`config.mk`:
```
export PLATFORM = sky130hd
export DESIGN_NAME = ccpe_blend
export DESIGN_NICKNAME = d
export VERILOG_FILES = /design/src/sv/ccpe_pkg.sv /design/src/sv/ccpe_blend.sv
export SDC_FILE = /design/constraint.sdc
export NUM_CORES = 2
export LEC_CHECK = 0
export BUFFER_PORTS_ARGS = -buffer_cell sky130_fd_sc_hd__buf_2
export CORE_ASPECT_RATIO = 0.75
export CORE_MARGIN = 2
export CORE_UTILIZATION = 36
export DETAILED_ROUTE_END_ITERATION = 7
export PLACE_DENSITY = 0.63
export SKIP_LAST_GASP = 1
export SLEW_MARGIN = 25
export SYNTH_ARGS = -nofsm -noshare
export SYNTH_HDL_FRONTEND = slang
export SYNTH_SLANG_ARGS = --single-unit
export TNS_END_PERCENT = 50
```
`constraint.sdc`:
```
create_clock -name clk -period 15.49 [get_ports clk]
set_input_delay 3.098 -clock clk [delete_from_list [all_inputs] [get_ports clk]]
set_output_delay 3.098 -clock clk [all_outputs]
set_load 0.01 [all_outputs]
```
`src/sv/ccpe_pkg.sv`:
```
`timescale 1ns / 1ps
// ----------------------------------------------------------------------------
// ccpe_pkg
// Shared types and constants for the cubic curve point evaluator: curve
// modes, register indexes, rounding kinds and the pipeline enable bundle.
// ----------------------------------------------------------------------------
package ccpe_pkg;

	// fixed field widths, point count and stage count
	localparam int T_W        = 16;
	localparam int OUT_W      = 18;
	localparam int CP_W       = 64;
	localparam int IDX_W      = 3;
	localparam int NUM_PTS    = 4;
	localparam int NUM_STAGES = 7;

	// curve mode register codes
	typedef enum logic [2:0] {
		MODE_LINEAR  = 3'd0,
		MODE_BEZIER  = 3'd1,
		MODE_CATMULL = 3'd2,
		MODE_HERMITE = 3'd3,
		MODE_BSPLINE = 3'd4
	} curve_mode_t;

	// register indexes on the write port
	localparam logic [IDX_W-1:0] CFG_MODE = 3'd0;
	localparam logic [IDX_W-1:0] CFG_CP0  = 3'd1;
	localparam logic [IDX_W-1:0] CFG_CP1  = 3'd2;
	localparam logic [IDX_W-1:0] CFG_CP2  = 3'd3;
	localparam logic [IDX_W-1:0] CFG_CP3  = 3'd4;

	// weight scale of the blended sum: 1, 2 or 6 units of t
	typedef enum logic [1:0] {
		RND_ONE,
		RND_TWO,
		RND_SIX
	} round_kind_t;

	// saturation limits of the result
	localparam logic signed [OUT_W-1:0] OUT_MAX = 18'sh1FFFF;
	localparam logic signed [OUT_W-1:0] OUT_MIN = 18'sh20000;

	// per-stage load enables
	typedef struct packed {
		logic s1;
		logic s2;
		logic s3;
		logic s4;
		logic s5;
		logic s6;
		logic s7;
	} pipe_en_t;

endpackage

```
`src/sv/ccpe_blend.sv`:
```
`timescale 1ns / 1ps
// ----------------------------------------------------------------------------
// ccpe_blend
// Stages 4 and 5 for one component: four weight-by-point products, then
// their exact sum with the rounding offset of the weight scale added.
// ----------------------------------------------------------------------------
module ccpe_blend import ccpe_pkg::*; #(
	parameter int COMPONENT_WIDTH = 16,
	parameter int PARAM_FRAC_BITS = 15
) (
	input  logic                                           clk,
	input  pipe_en_t                                       en,
	input  logic signed [PARAM_FRAC_BITS+3:0]              w_s3 [NUM_PTS],
	input  round_kind_t                                    kind_s3,
	input  logic signed [COMPONENT_WIDTH-1:0]              comp [NUM_PTS],
	output logic signed [PARAM_FRAC_BITS+COMPONENT_WIDTH+5:0] acc_s5,
	output round_kind_t                                    kind_s5
);

	localparam int F  = PARAM_FRAC_BITS;
	localparam int WW = F + 4;
	localparam int MW = WW + COMPONENT_WIDTH;
	localparam int SW = MW + 2;

	logic signed [MW-1:0] prod_s4 [NUM_PTS];
	round_kind_t          kind_s4;
	logic signed [SW-1:0] rnd;

	// stage 4: products
	always_ff @(posedge clk) begin
		if (en.s4) begin
			for (int k = 0; k < NUM_PTS; k++) begin
				prod_s4[k] <= MW'(w_s3[k]) * MW'(comp[k]);
			end
			kind_s4 <= kind_s3;
		end
	end

	// half of the weight scale
	always_comb begin
		case (kind_s4)
			RND_TWO: rnd = SW'(1) <<< F;
			RND_SIX: rnd = SW'(3) <<< F;
			default: rnd = SW'(1) <<< (F - 1);
		endcase
	end

	// stage 5: sum plus rounding offset
	always_ff @(posedge clk) begin
		if (en.s5) begin
			acc_s5  <= SW'(prod_s4[0]) + SW'(prod_s4[1]) + SW'(prod_s4[2])
				+ SW'(prod_s4[3]) + rnd;
			kind_s5 <= kind_s4;
		end
	end

endmodule

```
; ---- After elaboration in Yosys (flattened, before gate mapping)
; Memory sizes are Yosys's and may differ from the RTL's.
; Cells that the tools add are included.
[word_totals]
reg_bits = 41
latchBits = 0
mem_bits_rw = 140
romBits = 0
in_bits = 150
out_inout_bits = 39
word_cells = 17
mem_count = 1
[mem_list]
columns = name, words, word_bits, read_ports, rd_clocked_by_memory_dff, write_ports, line_no
row1 = prod_s4, 4, 35, 4, 0, 4, ccpe_blend.sv:25  ; logic signed [MW-1:0] prod_s4 [NUM_PTS];
[classes]
add_sub_neg = 4
mul = 4
div_mod_pow = 0
n_lt_le_gt_ge = 0
n_eq_ne = 2
shift = 0
n_mux = 3
bitwise = 0
n_reduce_logical = 0
[ops]
columns = operator, count
row1 = multiplier 19 x 16 -> 35 bit, 4
row2 = adder 36 x 35 -> 37 bit, 1
row3 = adder 37 x 35 -> 37 bit, 1
row4 = adder 37 bit, 1
row5 = adder 35 x 35 -> 36 bit, 1
row6 = one-hot mux 17 bit (2 select lines), 1
row7 = "equality test 2 x 1 -> 1 bit, second input constant", 1
row8 = "equality test 2 bit, second input constant", 1
row9 = 2-to-1 mux 1 bit, 2

; ---- Longest topological paths before layout
; An unclocked memory read counts as a cell.
[depth]
word_depth = 5
ltp_mapped = 24
depth_no_buf = 23

; ---- Least setup slack after synthesis
; OpenSTA, ideal clock, no wires.
[synth_path]
path_kind = input -> register
start = input comp[24] in the netlist's numbering
end = memory prod_s4[2][33] in the netlist's numbering, data pin
setup_ns = 0.258
arrival_ns = 9.024
t_required_ns = 15.232
slack_ns = 6.208
stages = 24
n_path_buf = 2
path_cell_list = clkbuf_1 buf_1 nand2_1 fa_1 inv_1 fa_1 inv_1 fa_1 inv_1 fa_1 fa_1 inv_1 fa_1 inv_1 ha_1 a21o_1 a21o_1 a221o_1 a21oi_2 o32ai_2 or4_1 a41o_1 a21oi_2 xnor2_1
[synth_lines]
columns = element, line_no
row1 = "start, declared", ccpe_blend.sv:15  ; input logic signed [COMPONENT_WIDTH-1:0] comp [NUM_PTS],
row2 = "end, declared", ccpe_blend.sv:25

==> results_dict.tcl <==
set metrics [dict create \
    outcome "complete, no violations" \
    dp_hpwl_mm 112 \
    netlist.area_leader.share_pct 47.9 \
    ys_warn_count 0 \
    syn_inst 5488 \
    routed_via_density 4.82 \
    rows 122 \
    synth.distinct_cells 77 \
    grt_most_used_layer "met2" \
    postCtsSetupBuffers 0 \
    cp.required_ns 15.69 \
    end_kind "flop" \
    grt_pass1_wl_mm 221 \
    htreeDepth 4 \
    cp.arrival_ns 9.72 \
    worstSetupStartpointType "input port" \
    core_um2 148000 \
    dieArea_um2 153000 \
    nFillCells 14700 \
    ys_ff_latch 181 \
    cts_resized 0 \
    path_buf_inv 6 \
    layout_common_cells "inv_1, fa_1, nand2_1, and2_1, ha_1" \
    hold_violations 0 \
    ys_top_cells_by_area "fa_1, edfxtp_1, ha_1, inv_1, and2_1" \
    report.final.slew_viol_count 0 \
    die_y_um 339 \
    clockBufferDepth 3 \
    clk_pin_slew_worst_paths_ns 0.07 \
    cp_cell_sequence "buf_2 -> nand2_1 -> fa_1 -> inv_1 -> fa_1 -> inv_1 -> fa_1 -> inv_1 -> fa_1 -> fa_1 -> inv_1 -> fa_1 -> inv_1 -> ha_1 -> a21oi_1 -> nand2_1 -> a21o_1 -> a21oi_1 -> o31ai_1 -> a211o_1 -> a21oi_1 -> o31ai_1 -> xnor2_1" \
    setup_viol_count_final 0 \
    path_class "input port to flop" \
    period_share_pct 61.4 \
    cp_common_cell "fa_1" \
    worstSkewPairLatency_ns 0.51 \
    use_met1_pct 26.1 \
    crit_family "adder cells" \
    cp_max_fo 19 \
    tightest_slew_ns 1.05 \
    seq_area_um2 5440 \
    cts_hold_buf 0 \
    synth-edff-count 181 \
    fin_util_pct 38.7 \
    multiInputGateArea_um2 42700 \
    grt_pass1_vias 39500 \
    ant_nets 0 \
    antenna_found_initial 18 \
    globalplace.congestion 0.872 \
    clock_sinks 181 \
    synth_nets 7348 \
    ys.flop_type "edfxtp_1" \
    rsz0062_at_grt "no" \
    synth_top_area_cell "fa_1" \
    wire_per_inst_um 17.9 \
    tritoncts "yes" \
    crit_path_top_delay_cell "xnor2_1" \
    seq_area_frac_synth_pct 10.1 \
    cp_slowest_stage_delay_ns 0.66 \
    final_common_cell "inv_1" \
    grt.overflow.total 0 \
    drt-initial-drc-count 2093 \
    finalSetupTns_ns 0 \
    syn_avg_cell_area_um2 9.82 \
    ios 189 \
    grtUsageMet2_pct 29.3 \
    dr.pass1.iters 5 \
    numCtsBuffers 25 \
    vias 36200 \
    synthArstFlopShare_pct 0 \
    grtUsageTotal_pct 18.3 \
    nNetsFinal 7378 \
    layout-drive-gt1-share_pct 4.44 \
    clock_skew_ns 0.0178 \
    synth_area_um2 53900 \
    clock-root-buffer "clkbuf_16" \
    timing.hold.ws_ns 0.459 \
    initial_core_util_pct 36.4 \
    hp-class "flop to flop" \
    fin_crit_ns 9.52 \
    cap_violations 0 \
    grt_util_met3_pct 3.02 \
    wirelength_mm 134 \
    fmax_mhz 105 \
    drc 0 \
    io_buffers 183 \
    die_w_um 451 \
    grt_max_degree 92 \
    maxSlewHeadroom_pct 29.9 \
    area_growth_pct 6.48 \
]
==> through the flow <==
step           cells  setup WS, ns  area, µm²
2_1_floorplan   5488          6.21      53900
3_3_place_gp    7475          5.55      56600
3_5_place_dp    7475          5.58      56600
4_1_cts         7507          6.07      57300
5_1_grt         7511          5.66      57400
6_report        7513          5.97      57400
==> per-layer routing <==
metal  vias up  part of all wire [%]
met5         -                 0.068
met4        16                   2.3
met3       163                   6.1
met2       932                    46
met1     18800                    45
li1      16300                     -
==> path summary, 6_finish.rpt <==
kind,startpoint,slack (ns),depth (start not counted),to
min reg2reg,kind_s4[0],0.46,0,kind_s5[0]
max,comp[39],5.97,23,prod_s4[1][34]
max reg2reg,prod_s4[0][1],10.42,14,acc_s5[36]
min,kind_s4[0],0.46,0,kind_s5[0]
==> sequential cells by signal (all words and copies together), names as in the netlist <==
name     count
kind_s5      2
kind_s4      2
prod_s4    140
acc_s5      37
==> logic make-up after synthesis <==
| kind of cell | count (synthesis) | share of synthesized area [%] |
|---|---|---|
| compound gates | 414 | 5.03 |
| xor+xnor | 187 | 3.04 |
| fa+ha+maj | 1710 | 57.7 |
| buf+inv | 1524 | 10.6 |
| flops | 181 | 10.1 |
| mux | 2 | 0.0372 |
| simple gates | 1470 | 13.5 |
==> Yosys cell counts, types with 29 or more instances <==
| cell | instances |
|---|---|
| ha_1 | 420 |
| o21ai_0 | 44 |
| xor2_1 | 41 |
| nand2b_1 | 29 |
| clkbuf_1 | 170 |
| a21o_1 | 69 |
| fa_1 | 1290 |
| edfxtp_1 | 181 |
| nand2_1 | 634 |
| and2_1 | 576 |
| xnor2_1 | 146 |
| nor2_1 | 131 |
| inv_1 | 1341 |
| a21oi_1 | 140 |
==> layout make-up <==
| class | instances | area share [%] |
|---|---|---|
| Clock inverter | 7 | 0.196 |
| Antenna cell | 6 | 0.0262 |
| Sequential cell | 181 | 9.48 |
| Tap cell | 1984 | 4.33 |
| Multi-Input combinational cell | 3783 | 74.5 |
| Timing Repair Buffer | 184 | 1.63 |
| Clock buffer | 25 | 1.09 |
| Inverter | 1343 | 8.79 |
Power is not shown: default switching activity piles up to over one toggle a cycle in this logic, so the estimate is an artifact.
