===== src/sv/ccpe_pkg.sv =====
`timescale 1ns / 1ps
// ----------------------------------------------------------------------------
// ccpe_pkg
// Shared types and constants for the cubic curve point evaluator: curve
// modes, register indexes, rounding kinds and the pipeline enable bundle.
// ----------------------------------------------------------------------------
package ccpe_pkg;

	// fixed field widths, point count and stage count
	localparam int T_W        = 16;
	localparam int OUT_W      = 18;
	localparam int CP_W       = 64;
	localparam int IDX_W      = 3;
	localparam int NUM_PTS    = 4;
	localparam int NUM_STAGES = 7;

	// curve mode register codes
	typedef enum logic [2:0] {
		MODE_LINEAR  = 3'd0,
		MODE_BEZIER  = 3'd1,
		MODE_CATMULL = 3'd2,
		MODE_HERMITE = 3'd3,
		MODE_BSPLINE = 3'd4
	} curve_mode_t;

	// register indexes on the write port
	localparam logic [IDX_W-1:0] CFG_MODE = 3'd0;
	localparam logic [IDX_W-1:0] CFG_CP0  = 3'd1;
	localparam logic [IDX_W-1:0] CFG_CP1  = 3'd2;
	localparam logic [IDX_W-1:0] CFG_CP2  = 3'd3;
	localparam logic [IDX_W-1:0] CFG_CP3  = 3'd4;

	// weight scale of the blended sum: 1, 2 or 6 units of t
	typedef enum logic [1:0] {
		RND_ONE,
		RND_TWO,
		RND_SIX
	} round_kind_t;

	// saturation limits of the result
	localparam logic signed [OUT_W-1:0] OUT_MAX = 18'sh1FFFF;
	localparam logic signed [OUT_W-1:0] OUT_MIN = 18'sh20000;

	// per-stage load enables
	typedef struct packed {
		logic s1;
		logic s2;
		logic s3;
		logic s4;
		logic s5;
		logic s6;
		logic s7;
	} pipe_en_t;

endpackage


===== src/sv/ccpe_powers.sv =====
`timescale 1ns / 1ps
// ----------------------------------------------------------------------------
// ccpe_powers
// Stages 1 and 2: clamps t, forms u = 1 - t and the rounded power products
// t^2, u^2, then t^3, u^3, u^2*t and u*t^2.
// ----------------------------------------------------------------------------
module ccpe_powers import ccpe_pkg::*; #(
	parameter int PARAM_FRAC_BITS = 15
) (
	input  logic                     clk,
	input  pipe_en_t                 en,
	input  logic [T_W-1:0]           param_t,
	output logic [PARAM_FRAC_BITS:0] t_s2,
	output logic [PARAM_FRAC_BITS:0] t2_s2,
	output logic [PARAM_FRAC_BITS:0] t3_s2,
	output logic [PARAM_FRAC_BITS:0] u3_s2,
	output logic [PARAM_FRAC_BITS:0] u2t_s2,
	output logic [PARAM_FRAC_BITS:0] ut2_s2
);

	localparam int F  = PARAM_FRAC_BITS;
	localparam int PW = 2 * F + 2;
	localparam logic [F:0]    ONE  = {1'b1, {F{1'b0}}};
	localparam logic [PW-1:0] HALF = PW'(1) << (F - 1);

	// product rounded to nearest, back to F fraction bits
	function automatic logic [F:0] rmul(input logic [F:0] a, input logic [F:0] b);
		logic [PW-1:0] p;
		p = PW'(a) * PW'(b) + HALF;
		return p[F +: F + 1];
	endfunction

	logic [F:0] t_c;
	logic [F:0] u_c;
	logic [F:0] t_s1;
	logic [F:0] u_s1;
	logic [F:0] t2_s1;
	logic [F:0] u2_s1;

	// clamp t to one and form u
	always_comb begin
		t_c = (param_t > T_W'(ONE)) ? ONE : param_t[F:0];
		u_c = ONE - t_c;
	end

	// stage 1: squares
	always_ff @(posedge clk) begin
		if (en.s1) begin
			t_s1  <= t_c;
			u_s1  <= u_c;
			t2_s1 <= rmul(t_c, t_c);
			u2_s1 <= rmul(u_c, u_c);
		end
	end

	// stage 2: cubes and mixed terms
	always_ff @(posedge clk) begin
		if (en.s2) begin
			t_s2   <= t_s1;
			t2_s2  <= t2_s1;
			t3_s2  <= rmul(t2_s1, t_s1);
			u3_s2  <= rmul(u2_s1, u_s1);
			u2t_s2 <= rmul(u2_s1, t_s1);
			ut2_s2 <= rmul(u_s1, t2_s1);
		end
	end

endmodule


===== config.mk =====
export PLATFORM = sky130hd
export DESIGN_NAME = ccpe_powers
export DESIGN_NICKNAME = d
export VERILOG_FILES = /design/src/sv/ccpe_pkg.sv /design/src/sv/ccpe_powers.sv
export SDC_FILE = /design/constraint.sdc
export NUM_CORES = 2
export LEC_CHECK = 0
export BUFFER_PORTS_ARGS = -buffer_cell sky130_fd_sc_hd__buf_2
export CORE_ASPECT_RATIO = 1.4
export CORE_MARGIN = 2
export CORE_UTILIZATION = 60
export DETAILED_ROUTE_END_ITERATION = 16
export HOLD_SLACK_MARGIN = 0.03
export PLACE_DENSITY = 0.77
export SLEW_MARGIN = 20
export SYNTH_ARGS = -nofsm -noshare
export SYNTH_HDL_FRONTEND = slang
export SYNTH_SLANG_ARGS = --single-unit

===== constraint.sdc =====
create_clock -name clk -period 17.9 [get_ports clk]
set_input_delay 4.475 -clock clk [delete_from_list [all_inputs] [get_ports clk]]
set_output_delay 4.475 -clock clk [all_outputs]
set_load 0.05 [all_outputs]

Yosys cells after proc, flatten, opt, wreduce, memory -nomap -nowiden
Cells that the tools add are included.

Flip-flop bits (word level): 160. Input bits: 24. Output and inout port bits: 96. Word-level logic and storage cells: 25.

$add $sub $neg: 7. Multipliers: 6. Magnitude comparators: 1. Multiplexer cells: 1.

Operators by type and width (number): adder 31 x 15 -> 31 bit (second input constant) (6); multiplier 16 x 16 -> 31 bit (6); > comparator 16 bit (second input constant) (1); 2-to-1 mux 16 bit (1); subtractor 16 bit (first input constant) (1).

Longest topological paths before layout
Depth in word-level cells: 5. Depth in mapped cells: 35. Mapped depth without buffers: 30.

Least setup slack after synthesis
Ideal clock, no wire load.

Kind: input-to-reg. Start: input param_t[15]. End: register u2_s1[10], data pin. Setup time: 0.258 ns. Arrival time: 11.880 ns. Data required time: 17.642 ns. Setup slack: 5.763 ns. Stages on the path: 33. Path buffers: 6. Cell sequence: buf_2 > clkbuf_1 > clkbuf_1 > nor2b_1 > clkbuf_1 > inv_1 > ha_1 > and2_1 > clkbuf_1 > nand3b_1 > a22o_1 > inv_1 > buf_2 > nand2_1 > fa_1 > fa_1 > fa_1 > inv_1 > fa_1 > fa_1 > inv_1 > fa_1 > inv_1 > ha_1 > a21o_1 > a21o_1 > a211oi_1 > o31a_1 > o21ai_4 > or3_1 > a31o_2 > a21oi_2 > xnor2_1.

Longest elaborated chain between the ends: 5.

Ends and longest elaborated chain: start: declaration (RTL line ccpe_powers.sv:12) `input logic [T_W-1:0] param_t,`; > comparator 16 bit (RTL line ccpe_powers.sv:42) `t_c = (param_t > T_W'(ONE)) ? ONE : param_t[F:0];`; 2-to-1 mux 16 bit (RTL line ccpe_powers.sv:42); named net t_c[1] (RTL line ccpe_powers.sv:33) `logic [F:0] t_c;`; subtractor 16 bit (RTL line ccpe_powers.sv:43) `u_c = ONE - t_c;`; named net u_c[12] (RTL line ccpe_powers.sv:34) `logic [F:0] u_c;`; multiplier 16 x 16 -> 31 bit (RTL line ccpe_powers.sv:29) `p = PW'(a) * PW'(b) + HALF;`; adder 31 x 15 -> 31 bit (RTL line ccpe_powers.sv:29); end signal: assignment (RTL line ccpe_powers.sv:52) `u2_s1 <= rmul(u_c, u_c);`; end: declaration (RTL line ccpe_powers.sv:38) `logic [F:0] u2_s1;`.

The timed path passes the listed nets, and every way through them passes these cells. A chain may end at the register's enable or synchronous reset.

Final worst setup path
Start: input param_t[15]. End: register u2_s1[10], data pin.

Longest elaborated chain between the ends: 5.

Ends and longest elaborated chain (RTL line): > comparator 16 bit (ccpe_powers.sv:42); 2-to-1 mux 16 bit (*) (ccpe_powers.sv:42); subtractor 16 bit (*) (ccpe_powers.sv:43); multiplier 16 x 16 -> 31 bit (*) (ccpe_powers.sv:29); adder 31 x 15 -> 31 bit (*) (ccpe_powers.sv:29).

Mark *: on every way between the ends. The rest lies on a longest branch, timed or not.

==> summary.txt <==
Drt
  • Routed length per instance: 18.4 um
  • Routed WL: 120,000 um
  • DRT iter0 DRCs: 2,102
  • Post-route ant nets: 0
  • Vias per cell: 5.52
  • Number of remaining DRC errors: 0
  • Number of iterations in the first detailed-routing pass: 6
  • Via count: 36,000

Logic synthesis
  • Mean Syn Cell Area: 9.38 um2
  • Synth Warn #: 0
  • Number of synthesized flops with an enable pin: 159
  • Mapped Cells: 5,417
  • Sequential fraction of the synthesis area: 0.0940
  • Predominant post-synthesis flop cell: edfxtp_1
  • Post-synth ARST share: 0
  • Seq cells post-synth: 159
  • Netlist cell types: 73
  • Syn Std Cell Area: 50,800 um2

STA
  • Fmax achieved: 79.8 MHz
  • Max_slew headroom: 0.221
  • Final hold vios: 0
  • RSZ-0062 raised after global routing: no
  • Fin crit share: 0.700
  • Max Slew Vio Count: 0
  • Clk_skew: 31.9 ps
  • Worst-Margin Slew: 1160 ps
  • Setup TNS: 0 ps
  • Final setup fails: 0
  • Tmin final: 12,530 ps

Floorplan
  • Die ar.: 87,000 um2
  • Row Count: 126
  • Die span in x: 250 um
  • Number of I/O pins: 120
  • Die height: 348 um
  • Initial Utilization: 0.605
  • Core Area: 84,000 um2

Status
  • Outcome: complete, no violations

Place
  • DP Area: 52,500 um2
  • Placed cell count: 6,490
  • DP HPWL: 91,500 um
  • Placer Congestion: 0.936
  • I/O Buffers: 114

Global routing
  • First-pass GRT wire length: 201,000 um
  • Vias in the first global route: 40,600
  • GRT Util Overall: 0.295
  • Antenna violations before repair: 0
  • Pin count of the biggest net entering global routing: 60
  • Global route overflow: 0

Final layout
  • Syn-to-layout area delta: 4.64%
  • Fin cells: 6,523
  • Area of the multi-input gates: 39,800 um2
  • Fill count: 6,810
  • Nets: 7,179
  • Sequential cell area: 4770 um2
  • Share of cells above drive strength 1: 0.0458
  • Final non-filler cell area: 53,200 um2

Clock network
  • CTS Buf Count: 17
  • Cell chosen for the clock root: clkbuf_16
  • Clock Sinks: 159
  • CTS tree: done
  • Clock Path Buffers: 2
  • Max H-tree Level: 4
  • Worst skew pair latency: 540 ps
  • Postcts setup bufs: 0
  • # hold bufs at CTS: 0
  • Post-CTS sizing: 0
  • Clock transition at the registers of the reported paths: 80 ps

Min path
  • Hold path depth: 0
  • Hold/Removal Path Class: register to register

Setup path
  • Maximum fanout along the worst path: 32
  • Worst Reg-to-Reg Cells: 22
  • Crit path DAT: 12,800 ps
  • CP Launch Type: input port
  • Worst path required time: 18,170 ps
  • Setup crit end kind: register
  • WS Path Type: input port to register

Job
  • Max-cap violation count: 0
[area by class of cell]
class / count / share of cell area
well taps: 1088 / 0.0256
inverters: 1454 / 0.103
clock inverters: 15 / 0.00374
repair buffers: 190 / 0.0215
multi-input cells: 3599 / 0.749
clock buffers: 17 / 0.00800
flip-flops and latches: 159 / 0.0898
diodes: 1 / 0.0000471
[synthesized netlist by cell type, types with 4 or more instances]
cell type	count	area, um2
ha_1	636	7960
clkbuf_1	226	848
and2_1	452	2830
nand2b_1	14	87.6
nand2_1	763	2860
o21ai_0	37	185
xor2_1	28	245
and3_1	11	68.8
fa_1	1098	22000
a31o_2	4	35.0
a31oi_1	7	43.8
xnor2_1	102	893
nor3_1	22	110
nand3_1	25	125
nand4_1	13	81.3
or3_1	5	31.3
o21bai_1	13	97.6
buf_2	6	30.0
nor4_1	5	31.3
nor2b_1	27	169
or2_2	4	25.0
inv_1	1451	5450
nor2_1	101	379
a211oi_1	11	82.6
edfxtp_1	159	4770
o21a_1	12	90.1
a21oi_1	78	390
a21o_1	34	255
[metrics by stage]
stage	hold WS (ps)	utilization	setup slack, ps
after floorplan	448	-	5760
after global placement	480	0.625	4710
after detailed placement	484	0.625	4960
after CTS	506	0.633	5530
after global routing	508	0.633	4860
final	503	0.633	5370
[worst max-delay path: stages]
cell      delay (ps)
buf_2            550
nor2b_1          140
inv_1            400
ha_1             350
and2_1           360
nand3b_1         110
a22o_1           340
inv_1            460
nand2_1          210
fa_1             510
fa_1             540
fa_1             520
inv_1             50
fa_1             500
fa_1             500
inv_1             50
fa_1             470
inv_1             50
ha_1             300
and3_1           180
nor3b_1          140
a211oi_1         210
o31a_1           290
o21ai_4          130
or3_1            410
a31o_2           280
a21oi_2          160
xnor2_1           80
[kinds of logic (layout without fill, tap and decap cells)]
| family | count (synthesis) | after routing | synth area share |
|---|---|---|---|
| fa+ha+maj | 1734 | 1734 | 0.589 |
| buf+inv | 1690 | 1676 | 0.125 |
| simple gates | 1459 | 1459 | 0.137 |
| compound gates | 243 | 243 | 0.0316 |
| flops | 159 | 159 | 0.0940 |
| xor+xnor | 130 | 130 | 0.0224 |
| other cells | 2 | 34 | 0.000148 |
[path summary, 6_finish.rpt]
| path | start | to | slack [ps] |
|---|---|---|---|
| setup / recovery | param_t[15] | u2_s1[10] | 5370 |
| hold / removal | t2_s1[11] | t2_s2[11] | 500 |
| setup reg to reg | t_s1[5] | t3_s2[13] | 10420 |
| hold reg to reg | t2_s1[11] | t2_s2[11] | 500 |
[state kept, by name, indices dropped and copies added (netlist names)]
register / count
u2_s1: 16
t_s1: 16
t3_s2: 16
t2_s2: 16
u2t_s2: 16
t_s2: 16
t2_s1: 16
u3_s2: 16
u_s1: 15
ut2_s2: 16
[routing by layer]
metal | wire length, um | global-route usage
met1 | 42900 | 0.336
met2 | 62300 | 0.528
met3 | 7150 | 0.0389
met4 | 7790 | 0.179
met5 | 0 | 0
[cell usage in the layout (no fill, tap or decap), types with 5 or more instances in the layout]
cell and n:
nand2_1 763, xor2_1 28, clkbuf_16 17, a21oi_1 78
ha_1 636, nand2b_1 14, o21ai_0 37, o21a_1 12
o21bai_1 13, edfxtp_1 159, inv_8 6, xnor2_1 101
fa_1 1098, a211oi_1 11, clkinv_8 5, nand3_1 25
nor2_1 101, buf_4 77, a21o_1 34, a31oi_1 7
nand4_1 13, and3_1 11, nor3_1 22, inv_1 1451
nor2b_1 27, buf_2 113, conb_1 33, and2_1 452
or3_1 5, nor4_1 5
Power is not shown: default switching activity piles up to over one toggle a cycle in this logic, so the estimate is an artifact.
