<file path="config.mk">
export PLATFORM = sky130hd
export DESIGN_NAME = ccpe_weights
export DESIGN_NICKNAME = d
export VERILOG_FILES = /design/src/sv/ccpe_pkg.sv /design/src/sv/ccpe_weights.sv
export SDC_FILE = /design/constraint.sdc
export NUM_CORES = 1
export LEC_CHECK = 0
export BUFFER_PORTS_ARGS = -buffer_cell sky130_fd_sc_hd__buf_2
export CORE_MARGIN = 2
export CORE_UTILIZATION = 50
export CTS_CLUSTER_SIZE = 30
export DETAILED_ROUTE_END_ITERATION = 8
export PLACE_DENSITY = 0.8
export SYNTH_ARGS = -nofsm -noshare
export SYNTH_HDL_FRONTEND = slang
export SYNTH_SLANG_ARGS = --single-unit
export TNS_END_PERCENT = 5
</file>
<file path="constraint.sdc">
create_clock -name clk -period 19.9 [get_ports clk]
set_clock_uncertainty 0.05 [all_clocks]
set_input_delay 3.98 -clock clk [delete_from_list [all_inputs] [get_ports clk]]
set_output_delay 3.98 -clock clk [all_outputs]
set_load 0.01 [all_outputs]
</file>
<file path="src/sv/ccpe_pkg.sv">
`timescale 1ns / 1ps
// ----------------------------------------------------------------------------
// ccpe_pkg
// Shared types and constants for the cubic curve point evaluator: curve
// modes, register indexes, rounding kinds and the pipeline enable bundle.
// ----------------------------------------------------------------------------
package ccpe_pkg;

	// fixed field widths, point count and stage count
	localparam int T_W        = 16;
	localparam int OUT_W      = 18;
	localparam int CP_W       = 64;
	localparam int IDX_W      = 3;
	localparam int NUM_PTS    = 4;
	localparam int NUM_STAGES = 7;

	// curve mode register codes
	typedef enum logic [2:0] {
		MODE_LINEAR  = 3'd0,
		MODE_BEZIER  = 3'd1,
		MODE_CATMULL = 3'd2,
		MODE_HERMITE = 3'd3,
		MODE_BSPLINE = 3'd4
	} curve_mode_t;

	// register indexes on the write port
	localparam logic [IDX_W-1:0] CFG_MODE = 3'd0;
	localparam logic [IDX_W-1:0] CFG_CP0  = 3'd1;
	localparam logic [IDX_W-1:0] CFG_CP1  = 3'd2;
	localparam logic [IDX_W-1:0] CFG_CP2  = 3'd3;
	localparam logic [IDX_W-1:0] CFG_CP3  = 3'd4;

	// weight scale of the blended sum: 1, 2 or 6 units of t
	typedef enum logic [1:0] {
		RND_ONE,
		RND_TWO,
		RND_SIX
	} round_kind_t;

	// saturation limits of the result
	localparam logic signed [OUT_W-1:0] OUT_MAX = 18'sh1FFFF;
	localparam logic signed [OUT_W-1:0] OUT_MIN = 18'sh20000;

	// per-stage load enables
	typedef struct packed {
		logic s1;
		logic s2;
		logic s3;
		logic s4;
		logic s5;
		logic s6;
		logic s7;
	} pipe_en_t;

endpackage

</file>
<file path="src/sv/ccpe_weights.sv">
`timescale 1ns / 1ps
// ----------------------------------------------------------------------------
// ccpe_weights
// Stage 3: builds the four basis weights of the selected curve mode from
// the powers of t, as exact integers at a scale of one, two or six.
// ----------------------------------------------------------------------------
module ccpe_weights import ccpe_pkg::*; #(
	parameter int PARAM_FRAC_BITS = 15
) (
	input  logic                            clk,
	input  pipe_en_t                        en,
	input  curve_mode_t                     mode,
	input  logic [PARAM_FRAC_BITS:0]        t_s2,
	input  logic [PARAM_FRAC_BITS:0]        t2_s2,
	input  logic [PARAM_FRAC_BITS:0]        t3_s2,
	input  logic [PARAM_FRAC_BITS:0]        u3_s2,
	input  logic [PARAM_FRAC_BITS:0]        u2t_s2,
	input  logic [PARAM_FRAC_BITS:0]        ut2_s2,
	output logic signed [PARAM_FRAC_BITS+3:0] w_s3 [NUM_PTS],
	output round_kind_t                     kind_s3
);

	localparam int F  = PARAM_FRAC_BITS;
	localparam int WW = F + 4;
	localparam logic [F:0] ONE = {1'b1, {F{1'b0}}};

	logic signed [WW-1:0] one;
	logic signed [WW-1:0] ti;
	logic signed [WW-1:0] t2;
	logic signed [WW-1:0] t3;
	logic signed [WW-1:0] u3;
	logic signed [WW-1:0] u2t;
	logic signed [WW-1:0] ut2;
	logic signed [WW-1:0] ti_x3;
	logic signed [WW-1:0] t2_x3;
	logic signed [WW-1:0] t3_x3;
	logic signed [WW-1:0] w [NUM_PTS];
	round_kind_t          kind;

	// powers widened to signed weight width, plus the times-three terms
	always_comb begin
		one   = WW'(ONE);
		ti    = WW'(t_s2);
		t2    = WW'(t2_s2);
		t3    = WW'(t3_s2);
		u3    = WW'(u3_s2);
		u2t   = WW'(u2t_s2);
		ut2   = WW'(ut2_s2);
		ti_x3 = (ti <<< 1) + ti;
		t2_x3 = (t2 <<< 1) + t2;
		t3_x3 = (t3 <<< 1) + t3;
	end

	// basis weights per mode
	always_comb begin
		w    = '{default: '0};
		kind = RND_ONE;
		case (mode)
			MODE_BEZIER: begin
				w[0] = u3;
				w[1] = (u2t <<< 1) + u2t;
				w[2] = (ut2 <<< 1) + ut2;
				w[3] = t3;
			end
			MODE_CATMULL: begin
				kind = RND_TWO;
				w[0] = (t2 <<< 1) - ti - t3;
				w[1] = (one <<< 1) - (t2 <<< 2) - t2 + t3_x3;
				w[2] = ti + (t2 <<< 2) - t3_x3;
				w[3] = t3 - t2;
			end
			MODE_HERMITE: begin
				w[0] = one - ti - t2 + t3;
				w[1] = (t2 <<< 2) - t3_x3;
				w[2] = ti - (t2 <<< 1) + t3;
				w[3] = t3 - t2;
			end
			MODE_BSPLINE: begin
				kind = RND_SIX;
				w[0] = one - ti_x3 + t2_x3 - t3;
				w[1] = (one <<< 2) - (t2 <<< 2) - (t2 <<< 1) + t3_x3;
				w[2] = one + ti_x3 + t2_x3 - t3_x3;
				w[3] = t3;
			end
			default: begin
				w[0] = one - ti;
				w[1] = ti;
			end
		endcase
	end

	// stage 3 register
	always_ff @(posedge clk) begin
		if (en.s3) begin
			w_s3    <= w;
			kind_s3 <= kind;
		end
	end

endmodule

</file>
Word-level counts from Yosys, hierarchy flattened --
Cells that the tools add are included.
Operators by class: muxes and demuxes 3, eq/ne operators 4, add/subtract/negate cells 28
Operator list (number):
- 38-bit one-hot mux with 4 select lines | 2
- 17-bit by 16-bit adder with 18-bit output | 5
- 19-bit adder | 4
- 19-bit by 17-bit subtractor with 19-bit output | 3
- 19-bit subtractor | 2
- 16-bit by 18-bit adder with 19-bit output | 1
- 16-bit by 18-bit adder with 19-bit output (first input constant) | 1
- 18-bit by 17-bit adder with 19-bit output | 1
- 19-bit by 17-bit adder with 19-bit output | 1
- 16-bit by 18-bit subtractor with 19-bit output (first input constant) | 1
- 17-bit by 18-bit subtractor with 19-bit output (first input constant) | 1
- 18-bit by 17-bit subtractor with 19-bit output | 1
- 18-bit by 18-bit subtractor with 19-bit output | 1
- 18-bit by 18-bit subtractor with 19-bit output (first input constant) | 1
- 19-bit by 18-bit subtractor with 19-bit output | 1
- 16-bit by 17-bit subtractor with 18-bit output | 1
- 17-bit by 16-bit subtractor with 18-bit output | 1
- 16-bit by 16-bit subtractor with 17-bit output | 1
- 16-bit by 16-bit subtractor with 17-bit output (first input constant) | 1
- 3-bit by 2-bit == test with 1-bit output (second input constant) | 2
- 2-bit one-hot mux with 2 select lines | 1
- 3-bit by 1-bit == test with 1-bit output (second input constant) | 1
- 3-bit == test (second input constant) | 1
Storage, ports and cells: input bits 107, bits in registers 78

Depth between registers and ports, before layout --
Gate-level depths: netlist of the first run.
depth after elaboration 5, depth in mapped cells 26, gate-level depth less buffers 26

Worst setup path before layout of the first run --
Ideal clock, no wire load.
path type input to register, start in t2_s2[0], end reg w_s3[75] in the netlist's numbering, data pin, library setup time 129 ps, arrival 8886 ps, stages on the path 23, data required time 19721 ps, path slack 10836 ps, cell sequence ha_1 > fa_1 > a21o_1 > a21oi_1 > o21bai_1 > a21oi_1 > o21ai_0 > a21o_1 > a21oi_1 > xor2_1 > fa_1 > inv_1 > ha_1 > ha_1 > a21o_1 > a21oi_1 > inv_1 > a221o_1 > a221oi_1 > nor2b_1 > or4_1 > a21oi_1 > or3_1
RTL lines:
- start, declared | line ccpe_weights.sv:14 | input logic [PARAM_FRAC_BITS:0] t2_s2,
- end signal, assigned | line ccpe_weights.sv:95 | w_s3 <= w;
- end, declared | line ccpe_weights.sv:19 | output logic signed [PARAM_FRAC_BITS+3:0] w_s3 [NUM_PTS],

==> flow_summary.json, run 1 <==
{
  "grt_max_degree": 59,
  "yosysUniqueCellTypes": 85,
  "port-buffer-count": 178,
  "fin_crit_ns": 10.18,
  "post-place-ws_ns": 9.518,
  "drv_slew": 0,
  "cts.sinks": 76,
  "placed_cell_area_um2": 21050,
  "ios": 185,
  "clock_power_share_pct": 9.3,
  "hold_class": "input pin to register",
  "setup_ws_ns": 9.724,
  "worstPathRequired_ns": 20.10,
  "synth-seq-area-share_pct": 11.69,
  "netlist_instances": 2312,
  "violations": "DRC",
  "seq_power_share_pct": 10.5,
  "avgSynthCellArea_um2": 8.447,
  "slowest_delay_ns": 0.54,
  "place_inst": 2980,
  "period_share_pct": 51.14,
  "cpMaxStageDelayCell": "fa_1",
  "die_y_um": 201.6,
  "grt.overflow.total": 0,
  "die_area_um2": 40650,
  "yosys.area.top_type_share_pct": 24.22,
  "cts_inserted_buffers": 9,
  "ant_nets": 0,
  "clockRootBuffer": "clkbuf_16",
  "die_w_um": 201.6,
  "setup_tns_ns": 0,
  "core-area_um2": 38560,
  "grt_antenna_before_repair": 3,
  "ctsHoldBuffers": 0,
  "htreeDepth": 3,
  "switching_power_mw": 1.095,
  "nets": 3063,
  "initial_core_util_pct": 50.65,
  "drc": 1,
  "synth-edff-count": 76,
  "area_delta_synth_final_pct": 9.585,
  "yosys_warnings": 0,
  "path_class": "input pin to register",
  "path_cells": "buf_2 -> inv_1 -> ha_1 -> a21o_1 -> a21o_1 -> a21oi_1 -> o21ai_0 -> nand3_1 -> a21boi_0 -> nor2_1 -> xnor2_1 -> fa_1 -> ha_1 -> ha_1 -> a21o_1 -> a21o_1 -> a21oi_1 -> inv_1 -> a221o_1 -> a221oi_1 -> nor2b_1 -> or4_1 -> a21oi_1 -> or3_1",
  "seqCellArea_um2": 2282,
  "end_kind": "register",
  "cp-start-kind": "input pin",
  "final_area_um2": 21400,
  "netlist.top_cell.by_area": "ha_1",
  "clock_path_buffers": 2,
  "dp.final_hpwl_um": 55560,
  "crit_path_frequent_cell": "a21o_1",
  "num_vias": 18960,
  "multi_input_area_um2": 16150,
  "wl_met1_um": 26790,
  "drt_iter0_markers": 1985,
  "synthesis.area_um2": 19530,
  "highest_layer": "met5",
  "drive_gt1_share_pct": 9.685,
  "stdcell_count": 3000,
  "drv_cap": 0,
  "cts_setup_buffers": 0,
  "synthTopCellsByCount": "ha_1, inv_1, a21oi_1",
  "internal-power_mw": 1.056,
  "ys_async_sr_fraction_pct": 0,
  "grt_usage_pct": 33.21,
  "path_max_fanout": 11,
  "synth_most_common_cell": "ha_1",
  "gp_congestion": 1.018,
  "switching_share_pct": 50.91,
  "hold-path-cell-count": 3,
  "hold_viol": 0,
  "rsz0062_at_grt": "no",
  "ir_worst_vdd_mv": 0.05796,
  "wl_met2_um": 30670,
  "status": "finished, violations left",
  "yosys_register_bits": 76,
  "fp-row-count": 72,
  "path_clk_slew_ns": 0.08,
  "hp-start": "u3_s2[1]",
  "route.met3.wl_um": 7826,
  "cts_tree": "done",
  "wl_per_cell_um": 22.94,
  "worstHoldEndpoint": "w_s3[58]$_DFFE_PP_",
  "p_leak_nw": 10.15,
  "grt_pass1_vias": 18920,
  "routed_wl_um": 68820,
  "clock.fmax_ghz": 0.09827,
  "utilization_pct": 55.50,
  "dr.pass1.iters": 9,
  "fillCellCount": 3528,
  "post_cts_resized": 0,
  "grt_pass1_wl_um": 103600,
  "synthFlopType": "edfxtp_1",
  "arrival_ns": 10.38,
  "tightest_slew_ns": 1.168,
  "synth.net_count": 2902,
  "slew_headroom_pct": 21.90,
  "power.density_nw_per_um2": 100.5,
  "setup_viol": 0,
  "synth.area.top_cells": "ha_1, edfxtp_1, fa_1",
  "routed_via_density": 6.318,
  "p_comb_share_pct": 80.2
}
==> layer usage <==
layer	track usage, %	up-vias
met4	16.10	2
met1	42.92	9021
li1	-	8623
met2	53.04	1084
met3	6.689	225
met5	0	-
==> cells in the final DEF, fill, tap and decap left out, types with 76 or more instances in the layout <==
cell and count:
buf_2 177, nand2_1 119, nor2_1 146, xnor2_1 163
edfxtp_1 76, a21oi_1 203, inv_1 244, fa_1 105
o21ai_0 119, ha_1 378, a21o_1 83, xor2_1 76
==> metrics by stage <==
step	hold WS, ns	total power [mW]
6_report	3.944	2.151
5_1_grt	3.968	2.320
4_1_cts	3.938	2.107
3_5_place_dp	4.337	1.896
3_3_place_gp	4.340	1.840
2_1_floorplan	4.043	1.458
==> cells by family (layout without fill, tap and decap cells) <==
| group | count (synthesis) | count (layout) | share of synthesized area [%] |
|---|---|---|---|
| AOI/OAI and AO/OA | 711 | 711 | 23.46 |
| xor gates and xnor gates | 240 | 240 | 10.86 |
| adders and majority gates | 484 | 484 | 35.05 |
| buffers and inverters | 294 | 460 | 5.689 |
| DFF | 76 | 76 | 11.69 |
| muxes | 17 | 17 | 1.076 |
| other | 0 | 4 | 0 |
| and+or+nand+nor | 490 | 490 | 12.18 |
==> layout make-up <==
class                   instances  area share, %
flip-flops and latches         76          10.66
repair buffers                198          4.876
multi-input cells            1942          75.48
diodes                          4        0.04677
well taps                     518          3.029
clock inverters                 7         0.5379
inverters                     246          4.315
clock buffers                   9          1.052
==> state kept, by name, indices dropped and copies added, names as in the netlist <==
name and count:
w_s3 74, kind_s3 2
==> how the worst max path moves through the flow <==
stage	from	end	cells after the start
global placement	t2_s2[2]	w_s3[75]$_DFFE_PP_	24
finish	t2_s2[2]	w_s3[75]$_DFFE_PP_	24
CTS	t2_s2[1]	w_s3[75]$_DFFE_PP_	24
floorplan	t2_s2[0]	w_s3[75]$_DFFE_PP_	23
global route	t2_s2[2]	w_s3[75]$_DFFE_PP_	24
detailed placement	t2_s2[1]	w_s3[75]$_DFFE_PP_	24
==> critical path, delay by kind of cell <==
family | cells | cell delay, ns
and+or+nand+nor | 5 | 0.94
adders and majority gates | 4 | 1.55
buffers and inverters | 3 | 0.75
AOI/OAI and AO/OA | 11 | 2.66
xor gates and xnor gates | 1 | 0.47
==> power groups by stage <==
stage	logic, mW	registers (mW)	clock network (mW)
finish	1.72	0.226	0.201
global route	1.89	0.229	0.206
CTS	1.68	0.226	0.201
detailed placement	1.67	0.229	0
global placement	1.61	0.228	0
floorplan	1.21	0.245	0
(Power assumes the default switching activity.)
==> inputs of run 2 (changes only) <==
clock period = 9.79 ns   (was 19.9 ns; I/O delays follow)
==> run 2 against run 1 <==
  * The run now ends clean
  * Die area is the same
  * First-iteration DRC count grew 0.86%
  * Sequential power grew 100%
  * Via count is essentially flat
  * Critical path depth is the same
  * Routed wire length grew 1.0%
  * Utilization is essentially flat
  * Sequential share of layout area is essentially flat
  * Worst hold slack lost 2.0 ns
  * Combinational power grew 110%
  * Critical path type unchanged
  * Largest cell class unchanged
==> flow_summary.json, run 2 (same netlist as run 1, synthesis figures left out) <==
{
  "status": "complete, no violations",
  "post_cts_resized": 0,
  "hold_class": "input pin to register",
  "nets": 3063,
  "p_leak_nw": 10.15,
  "tightest_slew_ns": 1.200,
  "cts_inserted_buffers": 9,
  "ios": 185,
  "grt_pass1_wl_um": 105500,
  "grt.overflow.total": 0,
  "routed_wl_um": 69510,
  "htreeDepth": 3,
  "dp.final_hpwl_um": 56400,
  "drt_iter0_markers": 2002,
  "largest_register_ffs": 74,
  "end_kind": "register",
  "clock.fmax_ghz": 0.1266,
  "fillCellCount": 3630,
  "top_regs": "w_s3 x74, kind_s3 x2",
  "final_cell_mix": "ha_1, inv_1, a21oi_1",
  "dr.pass1.iters": 7,
  "clockRootBuffer": "clkbuf_16",
  "ir_worst_vdd_mv": 0.1183,
  "worstPathRequired_ns": 9.87,
  "ant_nets": 0,
  "path_clk_slew_ns": 0.07,
  "path_max_fanout": 11,
  "total_power_mw": 4.406,
  "die_y_um": 201.6,
  "grt_pass1_vias": 18870,
  "regMostFlops": "w_s3",
  "seqCellArea_um2": 2282,
  "port-buffer-count": 178,
  "cts.sinks": 76,
  "grt_antenna_before_repair": 3,
  "drv_cap": 0,
  "gp_congestion": 0.9808,
  "startpoint": "t3_s2[1]",
  "wl_per_cell_um": 23.18,
  "drive_gt1_share_pct": 9.726,
  "area_delta_synth_final_pct": 9.610,
  "num_vias": 18950,
  "setup_tns_ns": 0,
  "grt_max_degree": 60,
  "cts_setup_buffers": 0,
  "ctsHoldBuffers": 0,
  "period_share_pct": 80.66,
  "setup_viol": 0,
  "hp-start": "en[4]",
  "initial_core_util_pct": 50.65,
  "multi_input_area_um2": 16150,
  "arrival_ns": 7.98,
  "slew_headroom_pct": 19.93,
  "stdcell_count": 2999,
  "die_w_um": 201.6,
  "rsz0062_at_grt": "no",
  "power.density_nw_per_um2": 205.8,
  "cp-start-kind": "input pin",
  "grt_usage_pct": 33.98,
  "clock_path_buffers": 2,
  "drv_slew": 0,
  "cts_tree": "done",
  "path_class": "input pin to register",
  "hold_viol": 0,
  "fp-row-count": 72,
  "layout_commonest_cell": "ha_1",
  "drc": 0,
  "routed_via_density": 6.318,
  "place_inst": 2980,
  "die_area_um2": 40650,
  "core-area_um2": 38560,
  "fin_crit_ns": 7.897
}
==> run 2: cell count changes in the layout (fill, tap and decap cells not counted) <==
cell	delta
clkinv_4	-1
clkinv_2	-1
clkinvlp_4	+1
diode_2	-1
inv_6	+2
clkinv_1	-1
==> run 2: path summary, 6_finish.rpt <==
check	to	slack (ns)	depth (start not counted)
worst max-delay path	w_s3[37]$_DFFE_PP_	1.89	24
worst min-delay path	w_s3[60]$_DFFE_PP_	1.94	1
==> run 2: cell type report <==
class                   count  share of cell area [%]
inverters                 246                   4.314
flip-flops and latches     76                   10.66
well taps                 518                   3.028
repair buffers            198                   4.875
multi-input cells        1942                   75.46
clock buffers               9                   1.052
clock inverters             7                  0.5728
diodes                      3                 0.03507
==> run 2: where the power goes <==
| group | switching, mW | internal, mW |
|---|---|---|
| clock | 0.171 | 0.251 |
| combinational | 2.07 | 1.45 |
| sequential | 0.0167 | 0.442 |
==> run 2: per-stage QoR <==
stage | setup slack [ns] | area [um^2] | hold WS [ns] | util (%)
after floorplan | 2.748 | 19530 | 2.021 | -
after global placement | 1.632 | 21050 | 2.310 | 54.60
after detailed placement | 1.586 | 21050 | 2.318 | 54.60
after CTS | 1.980 | 21400 | 1.932 | 55.50
after global routing | 1.438 | 21400 | 1.946 | 55.51
final | 1.893 | 21410 | 1.943 | 55.52
==> run 2: worst max-delay path, cell delays in order <==
cell and delay, ns:
buf_2 0.32, ha_1 0.30, inv_1 0.07, fa_1 0.41, nor2b_1 0.14, o21ai_1 0.09, a21boi_1 0.19, o21ai_0 0.11
nand2b_1 0.13, a21o_1 0.14, a21o_1 0.18, xor2_1 0.52, fa_1 0.50, inv_1 0.07, ha_1 0.24, ha_1 0.39
nand2_1 0.08, o31ai_1 0.57, a41oi_1 0.30, a21oi_1 0.51, nor2_1 0.12, o21ai_1 0.18, xnor2_1 0.14, a221o_1 0.31
==> run 2: routing by layer <==
| metal | global-route usage, % | vias to the layer above | share of wire, % |
|---|---|---|---|
| met5 | 0 | - | 0 |
| met4 | 13.87 | 0 | 4.3 |
| met3 | 5.345 | 172 | 10 |
| met2 | 54.61 | 1043 | 44 |
| met1 | 45.57 | 9071 | 41 |
| li1 | - | 8663 | - |
